File: src/ckc_pkg.sv
// Package with the shared types and constants of the C keyword counter.
package ckc_pkg;

    localparam int NUM_KEYWORDS = 2;
    localparam int KEYWORD_W    = 64;
    localparam int COUNT_W      = 32;

    localparam logic [KEYWORD_W-1:0] KEYWORD_ZERO_RESET = 64'd1869903201;
    localparam logic [KEYWORD_W-1:0] KEYWORD_ONE_RESET  = 64'd461195539042;

    localparam logic [7:0] CHAR_NEWLINE    = 8'h0A;
    localparam logic [7:0] CHAR_SPACE      = 8'h20;
    localparam logic [7:0] CHAR_TAB        = 8'h09;
    localparam logic [7:0] CHAR_CR         = 8'h0D;
    localparam logic [7:0] CHAR_DQUOTE     = 8'h22;
    localparam logic [7:0] CHAR_HASH       = 8'h23;
    localparam logic [7:0] CHAR_SQUOTE     = 8'h27;
    localparam logic [7:0] CHAR_STAR       = 8'h2A;
    localparam logic [7:0] CHAR_SLASH      = 8'h2F;
    localparam logic [7:0] CHAR_BACKSLASH  = 8'h5C;
    localparam logic [7:0] CHAR_UNDERSCORE = 8'h5F;

    typedef enum logic [0:0] {
        REG_KEYWORD_ZERO = 1'b0,
        REG_KEYWORD_ONE  = 1'b1
    } reg_index_t;

    typedef enum logic [6:0] {
        MODE_START   = 7'b0000001,
        MODE_SLASH   = 7'b0000010,
        MODE_LINE    = 7'b0000100,
        MODE_BLOCK   = 7'b0001000,
        MODE_PREPROC = 7'b0010000,
        MODE_QUOTE   = 7'b0100000,
        MODE_WORD    = 7'b1000000
    } lex_mode_t;

endpackage

File: src/c_keyword_counter.sv
// Top level of the C keyword counter: byte lexer, keyword match, counts and report buffer.
//
// The block takes one byte of C source text per cycle and never stalls a text
// beat: the lexer state, the running keyword match and the counts all update in
// the cycle the beat is accepted. An end-of-text beat closes any open word and
// loads the nonzero counts into a two-entry report buffer, which then drains one report
// beat per cycle while m_ready is high; a further end-of-text beat is held off only while
// that buffer still has lines that will not all leave in the current cycle. Comments,
// preprocessor lines and quoted literals are skipped, words that begin with an underscore
// are never counted, and words are split at MAX_WORD-1 characters. Keywords are to be
// written on the configuration port while the block is idle; it does not enforce this.
module c_keyword_counter #(
    parameter int MAX_WORD  = 100,
    parameter int KEY_CHARS = 8
) (
    input  logic                          aclk,
    input  logic                          aresetn,
    input  logic                          s_valid,
    output logic                          s_ready,
    input  logic [7:0]                    s_text_byte,
    input  logic                          s_end_of_text,
    output logic                          m_valid,
    input  logic                          m_ready,
    output logic                          m_keyword_index,
    output logic [ckc_pkg::COUNT_W-1:0]   m_hit_count,
    output logic                          m_last,
    input  logic                          cfg_valid,
    output logic                          cfg_ready,
    input  logic [0:0]                    cfg_index,
    input  logic [ckc_pkg::KEYWORD_W-1:0] cfg_data
);
    import ckc_pkg::*;

    localparam int LEN_W = $clog2(MAX_WORD);

    logic [NUM_KEYWORDS-1:0][KEYWORD_W-1:0] keyword_reg;
    lex_mode_t                              mode_reg, mode_next;
    logic                                   prev_reg, prev_next;
    logic                                   dq_reg, dq_next;
    logic                                   esc_reg, esc_next;
    logic [LEN_W-1:0]                       len_reg, len_next;
    logic [NUM_KEYWORDS-1:0]                match_reg, match_next;
    logic [NUM_KEYWORDS-1:0][COUNT_W-1:0]   count_reg, count_next;
    logic [NUM_KEYWORDS-1:0]                rep_valid_reg, rep_valid_next;
    logic [NUM_KEYWORDS-1:0][COUNT_W-1:0]   rep_count_reg, rep_count_next;

    logic                                   s_fire, m_fire, rep_free, rep_sel;
    logic                                   c_alpha, c_word, c_space, len_short, do_token;
    logic [LEN_W-1:0]                       len_inc;
    logic [NUM_KEYWORDS-1:0][7:0]           key_at_len;
    logic [NUM_KEYWORDS-1:0]                begin_match, finish_hit, add_match, fin_inc;
    logic [NUM_KEYWORDS-1:0][COUNT_W-1:0]   count_sum;

    assign c_alpha = (s_text_byte >= "a" && s_text_byte <= "z") ||
                     (s_text_byte >= "A" && s_text_byte <= "Z");
    assign c_word  = c_alpha || (s_text_byte >= "0" && s_text_byte <= "9") ||
                     s_text_byte == CHAR_UNDERSCORE;
    assign c_space = s_text_byte == CHAR_SPACE ||
                     (s_text_byte >= CHAR_TAB && s_text_byte <= CHAR_CR);

    assign len_short = len_reg < LEN_W'(KEY_CHARS);
    assign len_inc   = len_reg + 1'b1;

    always_comb begin
        for (int k = 0; k < NUM_KEYWORDS; k++) begin
            key_at_len[k]  = len_short ? keyword_reg[k][{len_reg[2:0], 3'b000} +: 8] : 8'h00;
            begin_match[k] = c_alpha && keyword_reg[k][7:0] == s_text_byte;
            finish_hit[k]  = match_reg[k] && !(len_short && key_at_len[k] != 8'h00);
            add_match[k]   = match_reg[k] && len_short && key_at_len[k] == s_text_byte;
        end
    end

    always_comb begin
        mode_next  = mode_reg;
        prev_next  = prev_reg;
        dq_next    = dq_reg;
        esc_next   = esc_reg;
        len_next   = len_reg;
        match_next = match_reg;
        fin_inc    = '0;
        do_token   = 1'b0;
        if (s_end_of_text) begin
            if (mode_reg == MODE_WORD) begin
                fin_inc = finish_hit;
            end
            mode_next  = MODE_START;
            prev_next  = 1'b0;
            dq_next    = 1'b0;
            esc_next   = 1'b0;
            len_next   = '0;
            match_next = '0;
        end else begin
            unique case (mode_reg)
                MODE_START: begin
                    do_token = 1'b1;
                end
                MODE_SLASH: begin
                    if (s_text_byte == CHAR_SLASH) begin
                        mode_next = MODE_LINE;
                    end else if (s_text_byte == CHAR_STAR) begin
                        mode_next = MODE_BLOCK;
                        prev_next = 1'b0;
                    end else if (c_alpha || s_text_byte == CHAR_UNDERSCORE) begin
                        mode_next  = MODE_WORD;
                        match_next = begin_match;
                        len_next   = LEN_W'(1);
                    end else begin
                        mode_next = MODE_START;
                    end
                end
                MODE_LINE: begin
                    if (s_text_byte == CHAR_NEWLINE) begin
                        mode_next = MODE_START;
                    end
                end
                MODE_BLOCK: begin
                    if (prev_reg && s_text_byte == CHAR_SLASH) begin
                        mode_next = MODE_START;
                        prev_next = 1'b0;
                    end else begin
                        prev_next = s_text_byte == CHAR_STAR;
                    end
                end
                MODE_PREPROC: begin
                    if (!prev_reg && s_text_byte == CHAR_NEWLINE) begin
                        mode_next = MODE_START;
                        prev_next = 1'b0;
                    end else begin
                        prev_next = s_text_byte == CHAR_BACKSLASH;
                    end
                end
                MODE_QUOTE: begin
                    if (esc_reg) begin
                        esc_next = 1'b0;
                    end else if (s_text_byte == CHAR_BACKSLASH) begin
                        esc_next = 1'b1;
                    end else if (s_text_byte == (dq_reg ? CHAR_DQUOTE : CHAR_SQUOTE)) begin
                        mode_next = MODE_START;
                    end
                end
                MODE_WORD: begin
                    if (c_word) begin
                        if (len_inc == LEN_W'(MAX_WORD - 1)) begin
                            // The word reached its length limit and closes here.
                            fin_inc    = add_match;
                            mode_next  = MODE_START;
                            len_next   = '0;
                            match_next = '0;
                        end else begin
                            match_next = add_match;
                            len_next   = len_inc;
                        end
                    end else begin
                        fin_inc    = finish_hit;
                        len_next   = '0;
                        match_next = '0;
                        do_token   = 1'b1;
                    end
                end
                default: begin
                    do_token = 1'b1;
                end
            endcase
            if (do_token) begin
                if (c_space) begin
                    mode_next = MODE_START;
                end else if (s_text_byte == CHAR_SLASH) begin
                    mode_next = MODE_SLASH;
                end else if (s_text_byte == CHAR_HASH) begin
                    mode_next = MODE_PREPROC;
                    prev_next = 1'b0;
                end else if (s_text_byte == CHAR_SQUOTE || s_text_byte == CHAR_DQUOTE) begin
                    mode_next = MODE_QUOTE;
                    dq_next   = s_text_byte == CHAR_DQUOTE;
                    esc_next  = 1'b0;
                end else if (c_alpha || s_text_byte == CHAR_UNDERSCORE) begin
                    mode_next  = MODE_WORD;
                    match_next = begin_match;
                    len_next   = LEN_W'(1);
                end else begin
                    mode_next = MODE_START;
                end
            end
        end
    end

    always_comb begin
        for (int k = 0; k < NUM_KEYWORDS; k++) begin
            if (fin_inc[k] && count_reg[k] != '1) begin
                count_sum[k] = count_reg[k] + 1'b1;
            end else begin
                count_sum[k] = count_reg[k];
            end
            count_next[k] = s_end_of_text ? '0 : count_sum[k];
        end
    end

    assign rep_sel         = !rep_valid_reg[0];
    assign m_valid         = |rep_valid_reg;
    assign m_keyword_index = rep_sel;
    assign m_hit_count     = rep_count_reg[rep_sel];
    assign m_last          = ^rep_valid_reg;
    assign m_fire          = m_valid && m_ready;
    assign rep_free        = !m_valid || (m_fire && m_last);
    assign s_ready         = !s_end_of_text || rep_free;
    assign s_fire          = s_valid && s_ready;
    assign cfg_ready       = 1'b1;

    always_comb begin
        rep_valid_next = rep_valid_reg;
        rep_count_next = rep_count_reg;
        if (m_fire) begin
            rep_valid_next[rep_sel] = 1'b0;
        end
        if (s_fire && s_end_of_text) begin
            for (int k = 0; k < NUM_KEYWORDS; k++) begin
                rep_valid_next[k] = count_sum[k] != '0;
            end
            rep_count_next = count_sum;
        end
    end

    always_ff @(posedge aclk) begin
        if (!aresetn) begin
            keyword_reg[0] <= KEYWORD_ZERO_RESET;
            keyword_reg[1] <= KEYWORD_ONE_RESET;
        end else if (cfg_valid && cfg_ready) begin
            unique case (reg_index_t'(cfg_index))
                REG_KEYWORD_ZERO: keyword_reg[0] <= cfg_data;
                REG_KEYWORD_ONE:  keyword_reg[1] <= cfg_data;
                default: ;
            endcase
        end
    end

    always_ff @(posedge aclk) begin
        if (!aresetn) begin
            mode_reg      <= MODE_START;
            prev_reg      <= 1'b0;
            dq_reg        <= 1'b0;
            esc_reg       <= 1'b0;
            len_reg       <= '0;
            match_reg     <= '0;
            count_reg     <= '0;
            rep_valid_reg <= '0;
        end else begin
            if (s_fire) begin
                mode_reg  <= mode_next;
                prev_reg  <= prev_next;
                dq_reg    <= dq_next;
                esc_reg   <= esc_next;
                len_reg   <= len_next;
                match_reg <= match_next;
                count_reg <= count_next;
            end
            rep_valid_reg <= rep_valid_next;
        end
    end

    always_ff @(posedge aclk) begin
        rep_count_reg <= rep_count_next;
    end

endmodule

File: config.mk
export PLATFORM = sky130hd
export DESIGN_NAME = c_keyword_counter
export DESIGN_NICKNAME = d
export VERILOG_FILES = /design/src/ckc_pkg.sv /design/src/c_keyword_counter.sv
export SDC_FILE = /design/constraint.sdc
export NUM_CORES = 1
export LEC_CHECK = 0
export BUFFER_PORTS_ARGS = -buffer_cell sky130_fd_sc_hd__buf_2
export CORE_ASPECT_RATIO = 1.4
export CORE_MARGIN = 2
export CORE_UTILIZATION = 60
export DETAILED_ROUTE_END_ITERATION = 10
export GPL_ROUTABILITY_DRIVEN = 0
export PLACE_DENSITY = 0.82
export SLEW_MARGIN = 20
export SYNTH_ARGS = -nofsm -noshare
export SYNTH_HDL_FRONTEND = slang
export SYNTH_SLANG_ARGS = --single-unit
File: constraint.sdc
create_clock -name aclk -period 5.35 [get_ports aclk]
set_input_delay 0 -clock aclk [delete_from_list [all_inputs] [get_ports aclk]]
set_output_delay 0 -clock aclk [all_outputs]
set_load 0.1 [all_outputs]
==> impl_metrics.prom <==
# TYPE chip_impl_metric gauge
chip_impl_info{name="outcome",value="finished, final reports clean"} 1
chip_impl_metric{name="synthAdderAreaFrac",unit="%"} 0.499
chip_impl_metric{name="synthMuxAreaShare",unit="%"} 7.60
chip_impl_metric{name="number_of_global_route_vias_before_repair",unit=""} 13000
chip_impl_metric{name="max_slew_margin",unit="%"} 37.8
chip_impl_metric{name="report.final.hold_viol_count",unit=""} 0
chip_impl_info{name="critical_path_launch_point_type",value="flop"} 1
chip_impl_info{name="ys.flop_type",value="sky130_fd_sc_hd__dfxtp_1"} 1
chip_impl_metric{name="postSynthNetCount",unit=""} 1815
chip_impl_metric{name="ant_nets",unit=""} 0
chip_impl_metric{name="post-route-min-period",unit="ps"} 4450
chip_impl_metric{name="global_route_wire_length_before_repair",unit="mm"} 67.7
chip_impl_metric{name="dieHeight",unit="um"} 191
chip_impl_metric{name="timing.reg2reg.worst_path_depth",unit=""} 10
chip_impl_metric{name="power_density",unit="nW/um^2"} 273
chip_impl_metric{name="cap_violations",unit=""} 0
chip_impl_metric{name="setup_viol_count_final",unit=""} 0
chip_impl_metric{name="cts.sinks",unit=""} 277
chip_impl_metric{name="endpoint_arrival_time_on_the_critical_path",unit="ps"} 4860
chip_impl_metric{name="place_inst",unit=""} 2034
chip_impl_metric{name="initialDrtViolationCount",unit=""} 1091
chip_impl_info{name="rsz0062_at_grt",value="no"} 1
chip_impl_info{name="hp-class",value="in2reg"} 1
chip_impl_metric{name="slew_of_the_pin_with_the_lowest_slew_margin",unit="ps"} 932
chip_impl_info{name="yosys.area.top_type",value="sky130_fd_sc_hd__dfxtp_1"} 1
chip_impl_metric{name="number_of_enable_flip_flop_cells_after_synthesis",unit=""} 64
chip_impl_metric{name="finalMaxSlewViolations",unit=""} 0
chip_impl_metric{name="nets",unit=""} 1897
chip_impl_info{name="yosys.cell_count.top_type",value="sky130_fd_sc_hd__nand2_1"} 1
chip_impl_metric{name="drt_pass1_iterations",unit=""} 5
chip_impl_metric{name="synthesis.area",unit="um^2"} 15000
chip_impl_metric{name="clock_insertion_delay_worst_skew",unit="ps"} 540
chip_impl_metric{name="layout-drive-gt1-share",unit="%"} 14.3
chip_impl_info{name="tritoncts",value="built"} 1
chip_impl_metric{name="clkTransAtPathRegs",unit="ps"} 70
chip_impl_metric{name="synth-seq-cells",unit=""} 277
chip_impl_info{name="critical_path_class",value="reg2reg"} 1
chip_impl_metric{name="post_synth.cell_area_avg",unit="um^2"} 8.69
chip_impl_metric{name="detailed_route_vias_per_instance",unit=""} 6.21
chip_impl_metric{name="drt-total-wl",unit="mm"} 43.3
chip_impl_metric{name="antenna_found_initial",unit=""} 1
chip_impl_info{name="regToRegStartpoint",value="len_reg[2]"} 1
chip_impl_metric{name="dieArea",unit="um^2"} 26400
chip_impl_metric{name="synth_largest_type_area_fraction",unit="%"} 28.4
chip_impl_metric{name="postSynth.asyncResetShare",unit="%"} 0
chip_impl_metric{name="yosys.area_share.simple",unit="%"} 25.3
chip_impl_metric{name="tns",unit="ps"} 0
chip_impl_metric{name="power.leakage",unit="uW"} 0.00626
chip_impl_info{name="hold_path_startpoint",value="m_ready"} 1
chip_impl_metric{name="max_freq",unit="MHz"} 225
chip_impl_metric{name="critical_path.max_fanout",unit=""} 19
chip_impl_metric{name="routed_via_count",unit=""} 13300
chip_impl_metric{name="detail_route.wl_per_cell",unit="um"} 20.2
chip_impl_info{name="yosys-top-cells-area",value="sky130_fd_sc_hd__dfxtp_1 28%, sky130_fd_sc_hd__edfxtp_1 13%, sky130_fd_sc_hd__nand2_1 8.8%, sky130_fd_sc_hd__a21boi_0 5.1%, sky130_fd_sc_hd__xnor2_1 3.6%"} 1
chip_impl_metric{name="grt_use_total",unit="%"} 32.8
chip_impl_metric{name="synth_warnings",unit=""} 0
chip_impl_metric{name="cts-buffers-inserted",unit=""} 27
chip_impl_info{name="cts_root_buf",value="sky130_fd_sc_hd__clkbuf_16"} 1
chip_impl_metric{name="core-area",unit="um^2"} 24700
chip_impl_metric{name="cp_data_required_time",unit="ps"} 5770
chip_impl_metric{name="dp.final_hpwl",unit="mm"} 29.6
chip_impl_metric{name="largest_register_ff_count",unit=""} 128
chip_impl_metric{name="initial_utilization",unit="%"} 60.9
chip_impl_metric{name="synth_compound_area_share",unit="%"} 13.9
chip_impl_metric{name="area_overhead_of_the_layout_relative_to_synthesis",unit="%"} 13.4
chip_impl_info{name="whs_endpoint",value="rep_valid_reg[1]"} 1
chip_impl_info{name="setup.worst_path.end_class",value="flop"} 1
chip_impl_metric{name="grt_start_max_net_pins",unit=""} 108
chip_impl_metric{name="final-instance-count-excl-fill",unit=""} 2146
chip_impl_info{name="regToRegEndpoint",value="rep_valid_reg[1]"} 1
chip_impl_metric{name="cts_htree_levels",unit=""} 1
chip_impl_info{name="synth_commonest_cells",value="352 x sky130_fd_sc_hd__nand2_1, 213 x sky130_fd_sc_hd__dfxtp_1, 105 x sky130_fd_sc_hd__clkbuf_1, 102 x sky130_fd_sc_hd__a21boi_0, 92 x sky130_fd_sc_hd__nand3_1"} 1
chip_impl_metric{name="ir_worst_vdd",unit="mV"} 0.261
chip_impl_metric{name="grt_overflow",unit=""} 0
chip_impl_metric{name="synth_cell_type_count",unit=""} 79
chip_impl_metric{name="min_path_cells",unit=""} 7
chip_impl_metric{name="detail_route.drc_violations",unit=""} 0
chip_impl_metric{name="top_level_ports",unit=""} 116
chip_impl_metric{name="clock_skew",unit="ps"} 19.5
chip_impl_metric{name="dieWidth",unit="um"} 138
chip_impl_info{name="synth_top_family_by_area",value="simple AND/OR/NAND/NOR gates"} 1
chip_impl_metric{name="cts_max_path_buffers",unit=""} 3
chip_impl_metric{name="synth_xor_area_share",unit="%"} 6.57
chip_impl_metric{name="final_min_period_over_clock_period",unit="%"} 83.2
chip_impl_metric{name="post_synth_inst_count",unit=""} 1730
chip_impl_metric{name="cts_repair_resize_count",unit=""} 0
chip_impl_metric{name="row_count",unit=""} 68
chip_impl_metric{name="rrSetupSlack",unit="ps"} 900
chip_impl_metric{name="placement.io_buffers",unit=""} 114
chip_impl_metric{name="yosysSeqAreaShare",unit="%"} 41.1
[stage by stage]
step | power (uW) | hold slack [ps] | util (%) | cell area [um^2] | worst slack [ps]
2_1_floorplan | 2620 | 124 | - | 15100 | 199
3_3_place_gp | 2750 | 226 | 63.0 | 15500 | 988
3_5_place_dp | 2770 | 231 | 63.0 | 15500 | 903
4_1_cts | 4660 | 0.413 | 69.1 | 17100 | 903
5_1_grt | 4790 | 49.7 | 69.1 | 17100 | 640
6_report | 4650 | 15.0 | 69.1 | 17100 | 901
[timing repair]
item,in CTS,in global routing
hold buffers,64,0
endpoints found under the hold margin,128,0
setup buffers,0,0
[worst max-delay path: stages (launching register included)]
cell and delay, ps:
sky130_fd_sc_hd__dfxtp_1 820, sky130_fd_sc_hd__nor2b_1 640, sky130_fd_sc_hd__a22oi_1 180, sky130_fd_sc_hd__and3_1 260, sky130_fd_sc_hd__nor3_1 450, sky130_fd_sc_hd__nand4b_2 450
sky130_fd_sc_hd__or4_1 610, sky130_fd_sc_hd__xnor2_1 170, sky130_fd_sc_hd__or4_1 430, sky130_fd_sc_hd__nor4b_2 220, sky130_fd_sc_hd__a31oi_1 110
[placed cells by master (no fill, tap or decap), drive strengths merged, types with 13 or more instances in the layout]
cell type / instances
nand2: 354
nor2: 61
dlygate4sd3: 64
nand3: 92
inv: 23
mux2: 34
edfxtp: 64
mux4: 13
dfxtp: 213
a22oi: 60
nor3: 40
or3: 21
mux2i: 46
a21oi: 30
clkbuf: 36
a21boi: 105
and3: 21
and2: 22
nor4: 23
xnor2: 62
buf: 133
nand4: 26
xor2: 50
nor2b: 68
o21ai: 51
[cell families (layout without fill, tap and decap cells)]
group / Yosys count / after routing
XOR/XNOR: 112 / 112
adder cells (fa/ha/maj): 6 / 6
AND/OR/NAND/NOR: 771 / 771
other: 1 / 2
buffers and inverters: 167 / 267
flip-flops: 277 / 277
multiplexers: 93 / 93
AO/OA/AOI/OAI: 303 / 303
[final cells by class]
| class | instances | area, um^2 |
|---|---|---|
| diodes | 1 | 2.50 |
| inverters | 23 | 90.1 |
| flip-flops and latches | 277 | 6190 |
| clock buffers | 36 | 747 |
| repair buffers | 197 | 1370 |
| clock inverters | 11 | 119 |
| well taps | 315 | 394 |
| fillers | 1939 | 7620 |
| multi-input cells | 1286 | 8150 |
[how the worst max path moves through the flow]
stage,startpoint,end,slack [ps],depth (start not counted)
2_1_floorplan,rep_valid_reg[0],rep_valid_reg[1],200,14
3_3_place_gp,len_reg[0],rep_valid_reg[1],990,10
3_5_place_dp,len_reg[0],rep_valid_reg[1],900,10
4_1_cts,len_reg[0],rep_valid_reg[1],900,10
5_1_grt,len_reg[2],rep_valid_reg[1],640,10
6_report,len_reg[2],rep_valid_reg[1],900,10
[where the power goes]
group | switching, uW | internal, uW
logic | 339 | 170
clock network | 805 | 1080
registers | 51.4 | 2210
[per-layer routing]
metal | share of wire (%) | vias to the layer above | track usage, %
met5 | 0 | - | 0
met4 | 9.0 | 0 | 24.1
met3 | 6.3 | 203 | 4.72
met2 | 49 | 603 | 56.8
met1 | 36 | 6305 | 36.2
li1 | - | 6207 | -
Power figures use the tool's default switching activity.
